## config.mk

```make
export PLATFORM = sky130hd
export DESIGN_NAME = setpoint_transition_ramp_core
export DESIGN_NICKNAME = d
export VERILOG_FILES = /design/src/hw/rtl/spr_pkg.sv /design/src/hw/rtl/spr_divider.sv /design/src/hw/rtl/spr_atan_lut.sv /design/src/hw/rtl/spr_csr.sv /design/src/hw/rtl/setpoint_transition_ramp_core.sv
export SDC_FILE = /design/constraint.sdc
export NUM_CORES = 2
export LEC_CHECK = 0
export BUFFER_PORTS_ARGS = -buffer_cell sky130_fd_sc_hd__buf_4
export CAP_MARGIN = 20
export CORE_MARGIN = 2
export CORE_UTILIZATION = 58
export DETAILED_ROUTE_END_ITERATION = 7
export GPL_TIMING_DRIVEN = 1
export HOLD_SLACK_MARGIN = 0.05
export PLACE_DENSITY = 0.79
export SETUP_SLACK_MARGIN = 0.1
export SLEW_MARGIN = 20
export SYNTH_ARGS = -nofsm -noshare
export SYNTH_HDL_FRONTEND = slang
export SYNTH_SLANG_ARGS = --single-unit
```

## constraint.sdc

```tcl
create_clock -name clock -period 9.59 [get_ports clock]
set_clock_uncertainty 0.15 [all_clocks]
set_input_delay 0.4795 -clock clock [delete_from_list [all_inputs] [get_ports clock]]
set_output_delay 0.4795 -clock clock [all_outputs]
set_load 0.01 [all_outputs]
```

## src/hw/rtl/spr_pkg.sv

```systemverilog
// ----------------------------------------------------------------------------
// spr_pkg
// shared types, register codes and the arctangent table builder for the
// setpoint transition ramp
// ----------------------------------------------------------------------------
package spr_pkg;

   localparam int STEP_BITS_DEF  = 24;
   localparam int FRAC_BITS_DEF  = 16;
   localparam int ATAN_DEPTH_DEF = 256;

   localparam int MODE_W       = 2;
   localparam int TOTAL_W      = 24;
   localparam int RANGE_W      = 16;
   localparam int VALUE_W      = 32;
   localparam int DIFF_W       = 33;
   localparam int XF_BITS      = 49;
   localparam int XF_CLAMP_EXP = 48;
   localparam int CORDIC_STEPS = 28;
   localparam int CSR_ADDR_W   = 4;
   localparam int CSR_DATA_W   = 32;

   localparam logic [RANGE_W-1:0] RANGE_RESET = 16'd2560;

   localparam logic [MODE_W-1:0] MODE_LINEAR = 2'd0;
   localparam logic [MODE_W-1:0] MODE_ATAN   = 2'd1;

   localparam logic OP_TICK    = 1'b0;
   localparam logic OP_RESTART = 1'b1;

   localparam logic [1:0] REG_MODE  = 2'd0;
   localparam logic [1:0] REG_TOTAL = 2'd1;
   localparam logic [1:0] REG_RANGE = 2'd2;

   typedef struct packed {
      logic [MODE_W-1:0]  mode;
      logic [TOTAL_W-1:0] total_steps;
      logic [RANGE_W-1:0] atan_range;
   } cfg_type;

   // angles scaled so that pi/2 is 2^30
   localparam longint CORDIC_ANGLE [CORDIC_STEPS] = '{
      64'h20000000, 64'h12E4051E, 64'h09FB385B, 64'h051111D4, 64'h028B0D43,
      64'h0145D7E1, 64'h00A2F61E, 64'h00517C55, 64'h0028BE53, 64'h00145F2F,
      64'h000A2F98, 64'h000517CC, 64'h00028BE6, 64'h000145F3, 64'h0000A2FA,
      64'h0000517D, 64'h000028BE, 64'h0000145F, 64'h00000A30, 64'h00000518,
      64'h0000028C, 64'h00000146, 64'h000000A3, 64'h00000051, 64'h00000029,
      64'h00000014, 64'h0000000A, 64'h00000005
   };

   // arithmetic shift that rounds toward zero
   function automatic longint shr_signed(input longint v, input int n);
      if (v >= 0) begin
         return v >>> n;
      end
      return -((-v) >>> n);
   endfunction

   // (2/pi)*atan(k/depth) in q.frac, evaluated at elaboration only
   function automatic logic [31:0] atan_entry(input int k, input int depth, input int frac);
      longint x;
      longint y;
      longint z;
      longint dx;
      longint dy;
      x = longint'(depth) <<< 20;
      y = longint'(k) <<< 20;
      z = 0;
      for (int i = 0; i < CORDIC_STEPS; i++) begin
         dx = shr_signed(y, i);
         dy = shr_signed(x, i);
         if (y > 0) begin
            x = x + dx;
            y = y - dy;
            z = z + CORDIC_ANGLE[i];
         end else begin
            x = x - dx;
            y = y + dy;
            z = z - CORDIC_ANGLE[i];
         end
      end
      if (z < 0) begin
         z = 0;
      end
      return 32'(z >>> (30 - frac));
   endfunction

endpackage

```

## src/hw/rtl/spr_divider.sv

```systemverilog
// ----------------------------------------------------------------------------
// spr_divider
// shared restoring divider, one quotient bit per cycle, unsigned operands
// ----------------------------------------------------------------------------
module spr_divider #(
   parameter int NUM_W = 49,
   parameter int DEN_W = 33
) (
   input  logic             clock,
   input  logic             reset,
   input  logic             start,
   input  logic [NUM_W-1:0] num,
   input  logic [DEN_W-1:0] den,
   output logic             done,
   output logic [NUM_W-1:0] quotient
);

   localparam int CNT_W = $clog2(NUM_W + 1);

   logic             busy_ff, busy_in;
   logic             done_ff, done_in;
   logic [CNT_W-1:0] cnt_ff, cnt_in;
   logic [DEN_W-1:0] rem_ff, rem_in;
   logic [NUM_W-1:0] quo_ff, quo_in;
   logic [DEN_W-1:0] den_ff, den_in;

   logic [DEN_W:0]   shifted;
   logic [DEN_W:0]   trial;
   logic             fits;

   assign shifted = {rem_ff, quo_ff[NUM_W-1]};
   assign fits    = shifted >= {1'b0, den_ff};
   assign trial   = shifted - {1'b0, den_ff};

   always_comb begin
      busy_in = busy_ff;
      done_in = 1'b0;
      cnt_in  = cnt_ff;
      rem_in  = rem_ff;
      quo_in  = quo_ff;
      den_in  = den_ff;
      if (start) begin
         busy_in = 1'b1;
         cnt_in  = '0;
         rem_in  = '0;
         quo_in  = num;
         den_in  = den;
      end else if (busy_ff) begin
         rem_in = fits ? trial[DEN_W-1:0] : shifted[DEN_W-1:0];
         quo_in = {quo_ff[NUM_W-2:0], fits};
         cnt_in = cnt_ff + CNT_W'(1);
         if (cnt_ff == CNT_W'(NUM_W - 1)) begin
            busy_in = 1'b0;
            done_in = 1'b1;
         end
      end
   end

   always_ff @(posedge clock) begin
      if (reset) begin
         busy_ff <= 1'b0;
         done_ff <= 1'b0;
         cnt_ff  <= '0;
      end else begin
         busy_ff <= busy_in;
         done_ff <= done_in;
         cnt_ff  <= cnt_in;
      end
      rem_ff <= rem_in;
      quo_ff <= quo_in;
      den_ff <= den_in;
   end

   assign done     = done_ff;
   assign quotient = quo_ff;

endmodule

```

## src/hw/rtl/spr_atan_lut.sv

```systemverilog
// ----------------------------------------------------------------------------
// spr_atan_lut
// constant table of (2/pi)*atan(k/depth) with a registered read
// ----------------------------------------------------------------------------
module spr_atan_lut #(
   parameter int ATAN_TABLE_DEPTH = 256,
   parameter int FRAC_BITS        = 16,
   parameter int IDX_W            = $clog2(ATAN_TABLE_DEPTH)
) (
   input  logic                 clock,
   input  logic [IDX_W-1:0]     lut_idx,
   output logic [FRAC_BITS-1:0] lut_data
);

   logic [FRAC_BITS-1:0] rom [ATAN_TABLE_DEPTH];
   logic [FRAC_BITS-1:0] data_ff;

   genvar k;
   for (k = 0; k < ATAN_TABLE_DEPTH; k++) begin : g_rom
      assign rom[k] = FRAC_BITS'(spr_pkg::atan_entry(k, ATAN_TABLE_DEPTH, FRAC_BITS));
   end

   always_ff @(posedge clock) begin
      data_ff <= rom[lut_idx];
   end

   assign lut_data = data_ff;

endmodule

```

## src/hw/rtl/spr_csr.sv

```systemverilog
// ----------------------------------------------------------------------------
// spr_csr
// configuration registers behind the apb-style port
// ----------------------------------------------------------------------------
module spr_csr (
   input  logic                           clock,
   input  logic                           reset,
   input  logic                           psel,
   input  logic                           penable,
   input  logic                           pwrite,
   input  logic [spr_pkg::CSR_ADDR_W-1:0] paddr,
   input  logic [spr_pkg::CSR_DATA_W-1:0] pwdata,
   output logic [spr_pkg::CSR_DATA_W-1:0] prdata,
   output logic                           pready,
   output spr_pkg::cfg_type               cfg
);

   spr_pkg::cfg_type cfg_ff, cfg_in;
   logic             wr_en;
   logic [1:0]       reg_sel;

   assign pready  = 1'b1;
   assign wr_en   = psel & penable & pwrite;
   assign reg_sel = paddr[3:2];

   always_comb begin
      cfg_in = cfg_ff;
      if (wr_en) begin
         unique case (reg_sel)
            spr_pkg::REG_MODE:  cfg_in.mode        = pwdata[spr_pkg::MODE_W-1:0];
            spr_pkg::REG_TOTAL: cfg_in.total_steps = pwdata[spr_pkg::TOTAL_W-1:0];
            spr_pkg::REG_RANGE: cfg_in.atan_range  = pwdata[spr_pkg::RANGE_W-1:0];
            default:            cfg_in = cfg_ff;
         endcase
      end
   end

   always_comb begin
      unique case (reg_sel)
         spr_pkg::REG_MODE:  prdata = spr_pkg::CSR_DATA_W'(cfg_ff.mode);
         spr_pkg::REG_TOTAL: prdata = spr_pkg::CSR_DATA_W'(cfg_ff.total_steps);
         spr_pkg::REG_RANGE: prdata = spr_pkg::CSR_DATA_W'(cfg_ff.atan_range);
         default:            prdata = '0;
      endcase
   end

   always_ff @(posedge clock) begin
      if (reset) begin
         cfg_ff.mode        <= spr_pkg::MODE_LINEAR;
         cfg_ff.total_steps <= '0;
         cfg_ff.atan_range  <= spr_pkg::RANGE_RESET;
      end else begin
         cfg_ff <= cfg_in;
      end
   end

   assign cfg = cfg_ff;

endmodule

```

## src/hw/rtl/setpoint_transition_ramp_core.sv

```systemverilog
// ----------------------------------------------------------------------------
// setpoint_transition_ramp_core
// restart or zero-count tick: S_UPDATE registers the result once the response is free
// linear tick: S_QDIV, S_UPDATE; atan tick: S_XSTART to S_WEIGHT, S_QDIV, S_UPDATE,
// using the shared restoring divider (one quotient bit a cycle, NUM_W = 49 by default)
// one item at a time; the next transfer is taken as soon as the result is registered
// synchronous reset clears the output value, step counter and registers (atan_range 2560)
// ----------------------------------------------------------------------------
module setpoint_transition_ramp_core #(
   parameter int STEP_BITS        = spr_pkg::STEP_BITS_DEF,
   parameter int FRAC_BITS        = spr_pkg::FRAC_BITS_DEF,
   parameter int ATAN_TABLE_DEPTH = spr_pkg::ATAN_DEPTH_DEF
) (
   input  logic                           clock,
   input  logic                           reset,
   input  logic                           csr_psel,
   input  logic                           csr_penable,
   input  logic                           csr_pwrite,
   input  logic [spr_pkg::CSR_ADDR_W-1:0] csr_paddr,
   input  logic [spr_pkg::CSR_DATA_W-1:0] csr_pwdata,
   output logic [spr_pkg::CSR_DATA_W-1:0] csr_prdata,
   output logic                           csr_pready,
   input  logic                           req_tvalid,
   output logic                           req_tready,
   input  logic [63:0]                    req_tdata,  // desired_value, initial_value
   input  logic [0:0]                     req_tuser,  // operation
   output logic                           rsp_tvalid,
   input  logic                           rsp_tready,
   output logic [31:0]                    rsp_tdata   // current_value
);

   localparam int SHIFT    = FRAC_BITS - 8;
   localparam int N1_W     = STEP_BITS + spr_pkg::RANGE_W + SHIFT;
   localparam int N2_W     = 2 * FRAC_BITS + 1;
   localparam int N3_W     = spr_pkg::DIFF_W + FRAC_BITS;
   localparam int N12_W    = (N1_W > N2_W) ? N1_W : N2_W;
   localparam int NUM_W    = (N12_W > N3_W) ? N12_W : N3_W;
   localparam int D1_W     = (STEP_BITS > spr_pkg::TOTAL_W) ? STEP_BITS : spr_pkg::TOTAL_W;
   localparam int DEN_W    = (D1_W > N2_W) ? D1_W : N2_W;
   localparam int MUL_A_W  = (STEP_BITS > FRAC_BITS + 1) ? STEP_BITS : FRAC_BITS + 1;
   localparam int MUL_B_W  = spr_pkg::RANGE_W;
   localparam int PROD_W   = MUL_A_W + MUL_B_W;
   localparam int IDX_W    = $clog2(ATAN_TABLE_DEPTH);
   localparam int SUM_W    = NUM_W + 2;
   localparam int W_W      = FRAC_BITS + 2;
   localparam int XF_BITS  = spr_pkg::XF_BITS;
   localparam int VALUE_W  = spr_pkg::VALUE_W;
   localparam int DIFF_W   = spr_pkg::DIFF_W;

   localparam logic [64:0]          X_LIMIT  = 65'(1) << (32 + SHIFT);
   localparam logic [XF_BITS-1:0]   XF_CLAMP = XF_BITS'(1) << spr_pkg::XF_CLAMP_EXP;
   localparam logic [XF_BITS-1:0]   ONE_X    = XF_BITS'(1) << FRAC_BITS;
   localparam logic [XF_BITS-1:0]   INV_LIM  = XF_BITS'(1) << (2 * FRAC_BITS);
   localparam logic [FRAC_BITS:0]   ONE_F    = {1'b1, {FRAC_BITS{1'b0}}};
   localparam logic [FRAC_BITS:0]   HALF_F   = ONE_F >> 1;
   localparam logic [PROD_W-1:0]    DEPTH_P  = PROD_W'(ATAN_TABLE_DEPTH);

   typedef enum logic [9:0] {
      S_IDLE   = 10'b0000000001,
      S_XSTART = 10'b0000000010,
      S_XDIV   = 10'b0000000100,
      S_ARG    = 10'b0000001000,
      S_CLASS  = 10'b0000010000,
      S_INVDIV = 10'b0000100000,
      S_IDX    = 10'b0001000000,
      S_WEIGHT = 10'b0010000000,
      S_QDIV   = 10'b0100000000,
      S_UPDATE = 10'b1000000000
   } state_type;

   spr_pkg::cfg_type cfg;

   state_type                   state_ff, state_in;
   logic signed [VALUE_W-1:0]   val_ff, val_in;
   logic [STEP_BITS-1:0]        steps_ff, steps_in;
   logic [STEP_BITS-1:0]        steps_new_ff, steps_new_in;
   logic [VALUE_W-1:0]          new_val_ff, new_val_in;
   logic                        diff_neg_ff, diff_neg_in;
   logic [DIFF_W-1:0]           diff_mag_ff, diff_mag_in;
   logic [XF_BITS-1:0]          xf_ff, xf_in;
   logic                        a_neg_ff, a_neg_in;
   logic [XF_BITS-1:0]          mag_ff, mag_in;
   logic                        small_ff, small_in;
   logic                        half_ff, half_in;
   logic [PROD_W-1:0]           prod_ff;
   logic                        rsp_valid_ff, rsp_valid_in;
   logic [VALUE_W-1:0]          rsp_data_ff, rsp_data_in;

   logic                        mul_en;
   logic [MUL_A_W-1:0]          mul_a;
   logic [MUL_B_W-1:0]          mul_b;

   logic                        div_start;
   logic [NUM_W-1:0]            div_num;
   logic [DEN_W-1:0]            div_den;
   logic                        div_done;
   logic [NUM_W-1:0]            div_quo;

   logic [IDX_W-1:0]            lut_idx;
   logic [FRAC_BITS-1:0]        lut_data;

   logic                        req_op;
   logic signed [VALUE_W-1:0]   req_desired;
   logic [VALUE_W-1:0]          req_initial;
   logic signed [DIFF_W-1:0]    diff_w;
   logic [DIFF_W-1:0]           diff_mag_w;
   logic [XF_BITS-1:0]          half_x;
   logic signed [XF_BITS:0]     a_w;
   logic [PROD_W-1:0]           idx_full;
   logic                        idx_over;
   logic [FRAC_BITS:0]          tab_ext;
   logic [FRAC_BITS:0]          f_w;
   logic [W_W-1:0]              w_raw;
   logic [W_W-1:0]              w_w;
   logic signed [SUM_W-1:0]     quo_s;
   logic signed [SUM_W-1:0]     sum_w;
   logic [VALUE_W-1:0]          sat_w;

   spr_csr u_csr (
      .clock   (clock),
      .reset   (reset),
      .psel    (csr_psel),
      .penable (csr_penable),
      .pwrite  (csr_pwrite),
      .paddr   (csr_paddr),
      .pwdata  (csr_pwdata),
      .prdata  (csr_prdata),
      .pready  (csr_pready),
      .cfg     (cfg)
   );

   spr_divider #(
      .NUM_W (NUM_W),
      .DEN_W (DEN_W)
   ) u_divider (
      .clock    (clock),
      .reset    (reset),
      .start    (div_start),
      .num      (div_num),
      .den      (div_den),
      .done     (div_done),
      .quotient (div_quo)
   );

   spr_atan_lut #(
      .ATAN_TABLE_DEPTH (ATAN_TABLE_DEPTH),
      .FRAC_BITS        (FRAC_BITS),
      .IDX_W            (IDX_W)
   ) u_atan_lut (
      .clock    (clock),
      .lut_idx  (lut_idx),
      .lut_data (lut_data)
   );

   assign req_op      = req_tuser[0];
   assign req_desired = signed'(req_tdata[31:0]);
   assign req_initial = req_tdata[63:32];

   assign diff_w     = DIFF_W'(req_desired) - DIFF_W'(val_ff);
   assign diff_mag_w = diff_w[DIFF_W-1] ? unsigned'(-diff_w) : unsigned'(diff_w);

   // arctangent argument centered on zero
   assign half_x = (XF_BITS'(cfg.atan_range) << SHIFT) >> 1;
   assign a_w    = signed'({1'b0, xf_ff}) - signed'({1'b0, half_x});

   assign idx_full = prod_ff >> FRAC_BITS;
   assign idx_over = idx_full >= DEPTH_P;

   assign tab_ext = {1'b0, lut_data};
   assign f_w     = small_ff ? (half_ff ? HALF_F : tab_ext) : ONE_F - tab_ext;
   assign w_raw   = a_neg_ff ? {1'b0, ONE_F} - {1'b0, f_w} : {1'b0, ONE_F} + {1'b0, f_w};
   assign w_w     = (w_raw == '0) ? W_W'(1) : w_raw;

   // quotient magnitude carries the sign of the difference, then saturate
   assign quo_s = signed'(SUM_W'(div_quo));
   assign sum_w = SUM_W'(val_ff) + (diff_neg_ff ? -quo_s : quo_s);
   assign sat_w = ((&sum_w[SUM_W-1:VALUE_W-1]) || !(|sum_w[SUM_W-1:VALUE_W-1])) ?
                  sum_w[VALUE_W-1:0] :
                  (sum_w[SUM_W-1] ? {1'b1, {(VALUE_W-1){1'b0}}} : {1'b0, {(VALUE_W-1){1'b1}}});

   always_comb begin
      state_in     = state_ff;
      val_in       = val_ff;
      steps_in     = steps_ff;
      steps_new_in = steps_new_ff;
      new_val_in   = new_val_ff;
      diff_neg_in  = diff_neg_ff;
      diff_mag_in  = diff_mag_ff;
      xf_in        = xf_ff;
      a_neg_in     = a_neg_ff;
      mag_in       = mag_ff;
      small_in     = small_ff;
      half_in      = half_ff;
      rsp_valid_in = rsp_valid_ff & ~rsp_tready;
      rsp_data_in  = rsp_data_ff;
      mul_en       = 1'b0;
      mul_a        = '0;
      mul_b        = '0;
      div_start    = 1'b0;
      div_num      = '0;
      div_den      = '0;
      lut_idx      = '0;

      unique case (state_ff)
         S_IDLE: begin
            if (req_tvalid) begin
               diff_neg_in = diff_w[DIFF_W-1];
               diff_mag_in = diff_mag_w;
               mul_en      = 1'b1;
               mul_a       = MUL_A_W'(steps_ff);
               mul_b       = cfg.atan_range;
               priority if (req_op == spr_pkg::OP_RESTART) begin
                  new_val_in   = req_initial;
                  steps_new_in = STEP_BITS'(cfg.total_steps);
                  state_in     = S_UPDATE;
               end else if (steps_ff == '0) begin
                  new_val_in   = unsigned'(req_desired);
                  steps_new_in = steps_ff;
                  state_in     = S_UPDATE;
               end else begin
                  steps_new_in = steps_ff - STEP_BITS'(1);
                  priority if (cfg.mode == spr_pkg::MODE_LINEAR) begin
                     div_start = 1'b1;
                     div_num   = NUM_W'(diff_mag_w);
                     div_den   = DEN_W'(steps_ff);
                     state_in  = S_QDIV;
                  end else if (cfg.mode == spr_pkg::MODE_ATAN) begin
                     state_in = S_XSTART;
                  end else begin
                     new_val_in = unsigned'(val_ff);
                     state_in   = S_UPDATE;
                  end
               end
            end
         end
         S_XSTART: begin
            if (cfg.total_steps == '0) begin
               xf_in    = XF_BITS'(cfg.atan_range) << SHIFT;
               state_in = S_ARG;
            end else begin
               div_start = 1'b1;
               div_num   = NUM_W'(prod_ff) << SHIFT;
               div_den   = DEN_W'(cfg.total_steps);
               state_in  = S_XDIV;
            end
         end
         S_XDIV: begin
            if (div_done) begin
               xf_in    = (65'(div_quo) >= X_LIMIT) ? XF_CLAMP : XF_BITS'(div_quo);
               state_in = S_ARG;
            end
         end
         S_ARG: begin
            a_neg_in = a_w[XF_BITS];
            mag_in   = a_w[XF_BITS] ? XF_BITS'(-a_w) : XF_BITS'(a_w);
            state_in = S_CLASS;
         end
         S_CLASS: begin
            priority if (mag_ff <= ONE_X) begin
               small_in = 1'b1;
               mul_en   = 1'b1;
               mul_a    = MUL_A_W'(mag_ff[FRAC_BITS:0]);
               mul_b    = MUL_B_W'(ATAN_TABLE_DEPTH);
               state_in = S_IDX;
            end else if (mag_ff > INV_LIM) begin
               // reciprocal rounds to zero
               small_in = 1'b0;
               mul_en   = 1'b1;
               state_in = S_IDX;
            end else begin
               small_in  = 1'b0;
               div_start = 1'b1;
               div_num   = NUM_W'(1) << (2 * FRAC_BITS);
               div_den   = DEN_W'(mag_ff);
               state_in  = S_INVDIV;
            end
         end
         S_INVDIV: begin
            if (div_done) begin
               mul_en   = 1'b1;
               mul_a    = MUL_A_W'(div_quo[FRAC_BITS-1:0]);
               mul_b    = MUL_B_W'(ATAN_TABLE_DEPTH);
               state_in = S_IDX;
            end
         end
         S_IDX: begin
            lut_idx  = idx_over ? IDX_W'(ATAN_TABLE_DEPTH - 1) : IDX_W'(idx_full);
            half_in  = small_ff & idx_over;
            state_in = S_WEIGHT;
         end
         S_WEIGHT: begin
            div_start = 1'b1;
            div_num   = NUM_W'(diff_mag_ff) << FRAC_BITS;
            div_den   = DEN_W'(w_w);
            state_in  = S_QDIV;
         end
         S_QDIV: begin
            if (div_done) begin
               new_val_in = sat_w;
               state_in   = S_UPDATE;
            end
         end
         S_UPDATE: begin
            if (!rsp_valid_ff || rsp_tready) begin
               val_in       = signed'(new_val_ff);
               steps_in     = steps_new_ff;
               rsp_valid_in = 1'b1;
               rsp_data_in  = new_val_ff;
               state_in     = S_IDLE;
            end
         end
         default: begin
            state_in = S_IDLE;
         end
      endcase
   end

   always_ff @(posedge clock) begin
      if (reset) begin
         state_ff     <= S_IDLE;
         val_ff       <= '0;
         steps_ff     <= '0;
         rsp_valid_ff <= 1'b0;
      end else begin
         state_ff     <= state_in;
         val_ff       <= val_in;
         steps_ff     <= steps_in;
         rsp_valid_ff <= rsp_valid_in;
      end
      steps_new_ff <= steps_new_in;
      new_val_ff   <= new_val_in;
      diff_neg_ff  <= diff_neg_in;
      diff_mag_ff  <= diff_mag_in;
      xf_ff        <= xf_in;
      a_neg_ff     <= a_neg_in;
      mag_ff       <= mag_in;
      small_ff     <= small_in;
      half_ff      <= half_in;
      rsp_data_ff  <= rsp_data_in;
      if (mul_en) begin
         prod_ff <= PROD_W'(mul_a) * PROD_W'(mul_b);
      end
   end

   assign req_tready = (state_ff == S_IDLE);
   assign rsp_tvalid = rsp_valid_ff;
   assign rsp_tdata  = rsp_data_ff;

endmodule
```

======== Word-level counts from Yosys, hierarchy flattened ========
Memory sizes are Yosys's and may differ from the RTL's. A register that Yosys moved wholly into a read port is not among the register bits.
Cells that the tools add are included.
cells by class
  add/sub/neg operators ................... 12
  $mul .................................... 1
  order comparisons ....................... 5
  equal/unequal tests ..................... 22
  multiplexer cells ....................... 85
  bitwise logic cells ..................... 7
  reductions and logical operators ........ 24
operators by type and width
  kind                                                                                   number
  33-bit 2-to-1 mux                                                                      10
  49-bit 2-to-1 mux                                                                      6
  32-bit 2-to-1 mux                                                                      8
  49-bit one-hot mux with 4 select lines                                                 1
  24-bit 2-to-1 mux                                                                      8
  24-bit one-hot mux with 3 select lines                                                 2
  33-bit one-hot mux with 4 select lines                                                 1
  10-bit one-hot mux with 10 select lines                                                1
  49-bit one-hot mux with 2 select lines                                                 1
  10-bit 2-to-1 mux                                                                      9
  32-bit one-hot mux with 2 select lines                                                 1
  32-bit by 51-bit adder with 51-bit output                                              1
  51-bit 2-to-1 mux                                                                      1
  49-bit negation with 51-bit output                                                     1
  49-bit by 23-bit subtractor with 50-bit output                                         1
  49-bit by 41-bit greater-or-equal comparator with 1-bit output, second input constant  1
  49-bit by 33-bit greater-than comparator with 1-bit output, second input constant      1
  49-bit by 17-bit <= comparator with 1-bit output, second input constant                1
  49-bit negation                                                                        1
  24-bit zero test                                                                       2
  16-bit 2-to-1 mux                                                                      3
  48-bit 2-to-1 mux                                                                      1
  16-bit one-hot mux with 3 select lines                                                 1
  24-bit by 16-bit multiplier with 40-bit output                                         1
  50 further kinds                                                                       92
word-level totals
  bits in registers ....................... 495
  memory bits (read-only) ................. 4096
  input port bits ......................... 108
  word-level logic and storage cells ...... 181
  memories ................................ 1
memory list
  name             depth  width  rd ports  clocked after Yosys merged registers in  write ports  line                RTL
  (no name shown)  256    16     1         1                                        0            spr_atan_lut.sv:24  data_ff <= rom[lut_idx];

======== Depth between registers and ports, before layout ========
  depth in word-level cells ............... 9
  depth in mapped cells ................... 36
  depth with buffers taken out ............ 33

======== Cells and area by module ========
Synthesis repeated with hierarchy kept, for this count alone.
second synthesis, totals
  cells, all modules ...................... 5835
  area total of the unflattened synthesis .. 50034.2 um^2
modules (own cells, without submodules)
  module                         times used  cells an instance  area each (um^2)  sequential area each (um^2)
  setpoint_transition_ramp_core  1           4255               36414.9           9238.9
  spr_divider                    1           640                6795.3            3283.1
  spr_atan_lut                   1           728                4708.3            300.3
  spr_csr                        1           212                2115.8            840.8

======== Worst setup path before layout ========
No wires, ideal clock.
  kind .................................... register -> register
  start ................................... reg state_ff[7]
  end ..................................... reg prod_ff[29], data pin
  arrival ................................. 8.916 ns
  data required time ...................... 9.181 ns
  setup slack ............................. 0.265 ns
  stages on the path, launching flop included .. 30
  path buffers ............................ 3
  clock period less this slack ............ 9.325 ns
  cells stage by stage .................... dfxtp_1 > nor2_1 > nand4_1 > nor3b_1 > nand2_1 > clkinv_1 > clkbuf_1 > buf_1 > nand3_1 > fa_1 > fa_1 > inv_1 > fa_1 > fa_1 > fa_1 > inv_1 > fa_1 > inv_1 > ha_1 > clkbuf_1 > a211oi_1 > nor3_1 > a211oi_1 > a21oi_1 > nor4_1 > o21bai_1 > a21oi_1 > o21bai_1 > a21oi_1 > xnor2_1
on the way
  cells in the longest elaborated chain, start to end .. 3
  elaborated cells on any way between the ends .. 6
  classes of those cells .................. mul (1); eq/ne (3); mux (2)
ends and longest elaborated chain
  item                                                                                                     line                                  RTL
  start, declared                                                                                          setpoint_transition_ramp_core.sv:73   state_type state_ff, state_in;
  start signal, assigned                                                                                   setpoint_transition_ramp_core.sv:325  state_ff <= state_in;
  10-bit by 6-bit equality test with 1-bit output, or another cell as far along                            setpoint_transition_ramp_core.sv:204  unique case (state_ff)
  24-bit one-hot mux with 3 select lines / 16-bit one-hot mux with 3 select lines (equally long branches)  setpoint_transition_ramp_core.sv:204
  24-bit by 16-bit multiplier with 40-bit output *                                                         setpoint_transition_ramp_core.sv:341  prod_ff <= PROD_W'(mul_a) * PROD_W'(mul_b);
  end signal, assigned                                                                                     setpoint_transition_ramp_core.sv:341
  end, declared                                                                                            setpoint_transition_ramp_core.sv:85   logic [PROD_W-1:0] prod_ff;
Every way passes the cells marked *; elsewhere a longest branch is shown, timed or not.
A chain may end at the register's enable or synchronous reset.

======== Worst setup path in the final report ========
  start ................................... reg mag_ff[9]
  end ..................................... reg prod_ff[36], data pin
on the way
  cells in the longest elaborated chain, start to end .. 4
  elaborated cells on any way between the ends .. 6
  classes of those cells .................. mul (1); order compare (1); mux (4)
ends and longest elaborated chain
  item                                                                                                     line                                  RTL
  start, declared                                                                                          setpoint_transition_ramp_core.sv:82   logic [XF_BITS-1:0] mag_ff, mag_in;
  start signal, assigned                                                                                   setpoint_transition_ramp_core.sv:336  mag_ff <= mag_in;
  49-bit by 17-bit <= comparator with 1-bit output                                                         setpoint_transition_ramp_core.sv:259  priority if (mag_ff <= ONE_X) begin
  17-bit 2-to-1 mux / 9-bit 2-to-1 mux (equally long branches)                                             setpoint_transition_ramp_core.sv:259
  24-bit one-hot mux with 3 select lines / 16-bit one-hot mux with 3 select lines (equally long branches)  setpoint_transition_ramp_core.sv:204
  24-bit by 16-bit multiplier with 40-bit output *                                                         setpoint_transition_ramp_core.sv:341
Marks and branches as above.

==> out/metrics.yaml <==
outcome: "complete, no violations"
clock_latency_ns: 0.65
syn-cell-area_sq_mm: 0.04826
synth_top_area_share_pct: 21.47
synth-edff-count: 345
pin_count: 175
synth_area_leader_cell: "edfxtp_1"
synth-seq-area-share_pct: 28.31
r2r-start: "mag_ff[9]"
crit_type: "flip-flop to flip-flop"
finalCritPeriodShare_pct: 94.48
route.detailed.drc: 0
core-area_sq_mm: 0.08224
track_usage_pct: 40.12
cp_max_fo: 19
synth_area_leaders: "edfxtp_1, fa_1, nand2_1"
tightestPinTransition_ns: 1.213
drt-met1-wl_mm: 68.96
required_ns: 9.84
antenna_found_initial: 4
finalSetupTns_ns: 0
dr_wl_met3_mm: 22.09
crit_path_top_delay_cell: "fa_1"
dp_hpwl_mm: 130.2
power_density_mw_per_mm2: 146.9
reg2regPathDepth: 32
firstDrtPassIters: 7
layout_commonest_cell: "nand2_1"
num-fill-cells: 7014
clockPowerShare_pct: 29.6
timing.rr.end: "prod_ff[36]"
initial_core_util_pct: 58.67
placed_cells: 6802
crit_path_end_kind: "flip-flop"
path_clk_slew_ns: 0.07
grt_pass1_wl_mm: 262.5
die_h_um: 292.4
worst_path_largest_cell_delay_ns: 0.53
max_cap_violations: 0
met2_wirelength_mm: 72.43
hold_class: "input port to flip-flop"
critPathLaunchType: "flip-flop"
r2r_setup_slack_ns: 0.53
clkSinkCount: 510
top_layer: "met5"
area_growth_pct: 10.08
num_vias: 45343
numCtsBuffers: 58
synthesis.instances: 5752
cts_tree: "done"
hold_path_end: "new_val_ff[19]"
switching_share_pct: 36.29
ant_nets: 0
fin_util_pct: 64.59
port_buffers: 155
ctsLongestPathBuffers: 3
yosysWarnings: 0
place_congestion: 1.059
stdcell_count: 6940
wire_per_inst_um: 25.06
grt-ovfl-total: 0
hp-start: "req_tdata[51]"
synth_area_per_cell_sq_um: 8.389
p_comb_share_pct: 32.4
final_cell_mix: "nand2_1, inv_1, a21oi_1, nor2_1, edfxtp_1"
via_per_inst: 6.534
die-area_sq_mm: 0.08552
final_nets: 6507
critPathTopFamily: "adder cells"
crit_top_cell: "fa_1"
vdd_ir_drop_max_uv: 174.6
p_leak_uw: 0.02184
grt_pass1_vias: 43163
ys_seq_elements: 510
final_hold_viol_count: 0
setup_viol: 0
routed_wl_mm: 173.9
synthArstFlopShare_pct: 0
synth_ff_type: "edfxtp_1"
power.switching_uw: 2833
yosysUniqueCellTypes: 99
max_freq_mhz: 110.4
drtIter0Drc: 5950
path_buf_inv: 7
relSlewSlack_pct: 18.64
worstPathArrival_ns: 9.31
grt_setup_unrepaired: "no"
root_buffer: "clkbuf_16"
fin_crit_ns: 9.061
slew_violations: 0
die_w_um: 292.4
p_int_uw: 4973
grt_max_degree: 83
rows: 105
p_seq_share_pct: 38.1
h-tree-depth: 2
hold_ws_ns: 0.09419
drive_gt1_share_pct: 8.502
hold_depth: 4
-- sequential cells by signal (all words and copies together), names as in the netlist --
name and cells:
new_val_ff 32, u_atan_lut.lut_data 15, u_divider.cnt_ff 6, steps_new_ff 24, diff_mag_ff 33, half_ff 1
diff_neg_ff 1, xf_ff 49, rsp_tdata 32, small_ff 1, u_csr.cfg 42, u_divider.den_ff 33
state_ff 10, u_divider.quotient 49, u_divider.rem_ff 33, a_neg_ff 1, val_ff 32, mag_ff 49
prod_ff 40, u_divider.done 1, u_divider.busy_ff 1, rsp_tvalid 1, steps_ff 24
-- power by group through the flow --
stage          sequential (uW)  combinational (uW)  clock (uW)
2_1_floorplan             2870                1840           0
3_3_place_gp              2990                2380           0
3_5_place_dp              3000                2440           0
4_1_cts                   2950                2470        2310
5_1_grt                   2990                2760        2390
6_report                  2970                2530        2310
-- layer usage --
| metal | up-vias | GRT usage, % |
|---|---|---|
| met2 | 2871 | 58.74 |
| met3 | 498 | 10.11 |
| met5 | - | 0.05672 |
| met4 | 4 | 19.90 |
| met1 | 21784 | 55.31 |
| li1 | 20186 | - |
-- synthesized netlist by cell type, types with 53 or more instances --
cell type    n
nor4_1      59
xor2_1      82
clkbuf_1   304
a21oi_1    447
dfxtp_1    165
ha_1       269
nor3_1      92
nand2_1    899
edfxtp_1   345
fa_1       310
nand4_1     53
xnor2_1    211
a22o_1      63
nor2_1     438
a21o_1      91
inv_1      517
nand3_1     80
o21ai_0    265
and2_1     111
-- worst max path at each step --
stage / startpoint / end / slack (ns) / cells after the start
final: mag_ff[9] / prod_ff[36] / 0.53 / 32
after global routing: state_ff[7] / prod_ff[36] / 0.12 / 33
after floorplan: state_ff[7] / prod_ff[29] / 0.26 / 29
after CTS: mag_ff[44] / prod_ff[39] / 0.43 / 31
after global placement: mag_ff[44] / prod_ff[39] / 0.62 / 31
after detailed placement: mag_ff[44] / prod_ff[39] / 0.44 / 31
-- layout make-up --
type	count	area (sq um)	area share, %
clock buffer	70	1556	2.930
inverter	520	1954	3.679
clock inverter	39	402.9	0.7584
timing repair buffer	341	2709	5.100
multi-input combinational	4389	31490	59.29
sequential	510	13660	25.72
antenna	1	2.502	0.004711
tap	1070	1339	2.520
-- worst register-to-register path: cells and delay by family, from the launching register on --
family / cells / cell delay (ns)
buffers and inverters: 7 / 0.91
AND/OR/NAND/NOR: 9 / 1.95
AO/OA/AOI/OAI: 8 / 2.24
XOR/XNOR: 1 / 0.07
flip-flops: 1 / 0.52
adder cells (fa/ha/maj): 7 / 2.97
-- per-stage QoR --
step | area [sq um] | worst slack [ns] | total power (uW)
finish | 53120 | 0.5294 | 7806
global route | 53120 | 0.1237 | 8135
CTS | 53030 | 0.4257 | 7743
detailed placement | 50820 | 0.4445 | 5442
global placement | 50820 | 0.6235 | 5371
floorplan | 48310 | 0.2649 | 4715
-- logic make-up (layout without fill, tap and decap cells) --
logic type / Yosys count / count (layout) / synth area share, %
muxes: 45 / 45 / 0.9464
other: 2 / 18 / 0.01556
AOI/OAI and AO/OA: 1446 / 1446 / 19.65
DFF: 510 / 510 / 28.31
and+or+nand+nor: 2009 / 2009 / 19.06
xor gates and xnor gates: 293 / 293 / 5.318
buffers and inverters: 868 / 970 / 6.858
adders and majority gates: 579 / 579 / 19.84
-- what timing repair did --
item,in CTS,in global routing
gates resized for setup,0,5
endpoints found under the setup margin,0,5
endpoints found under the hold margin,43,0
setup buffers,0,0
hold buffers,25,0
Power figures use the tool's default switching activity.
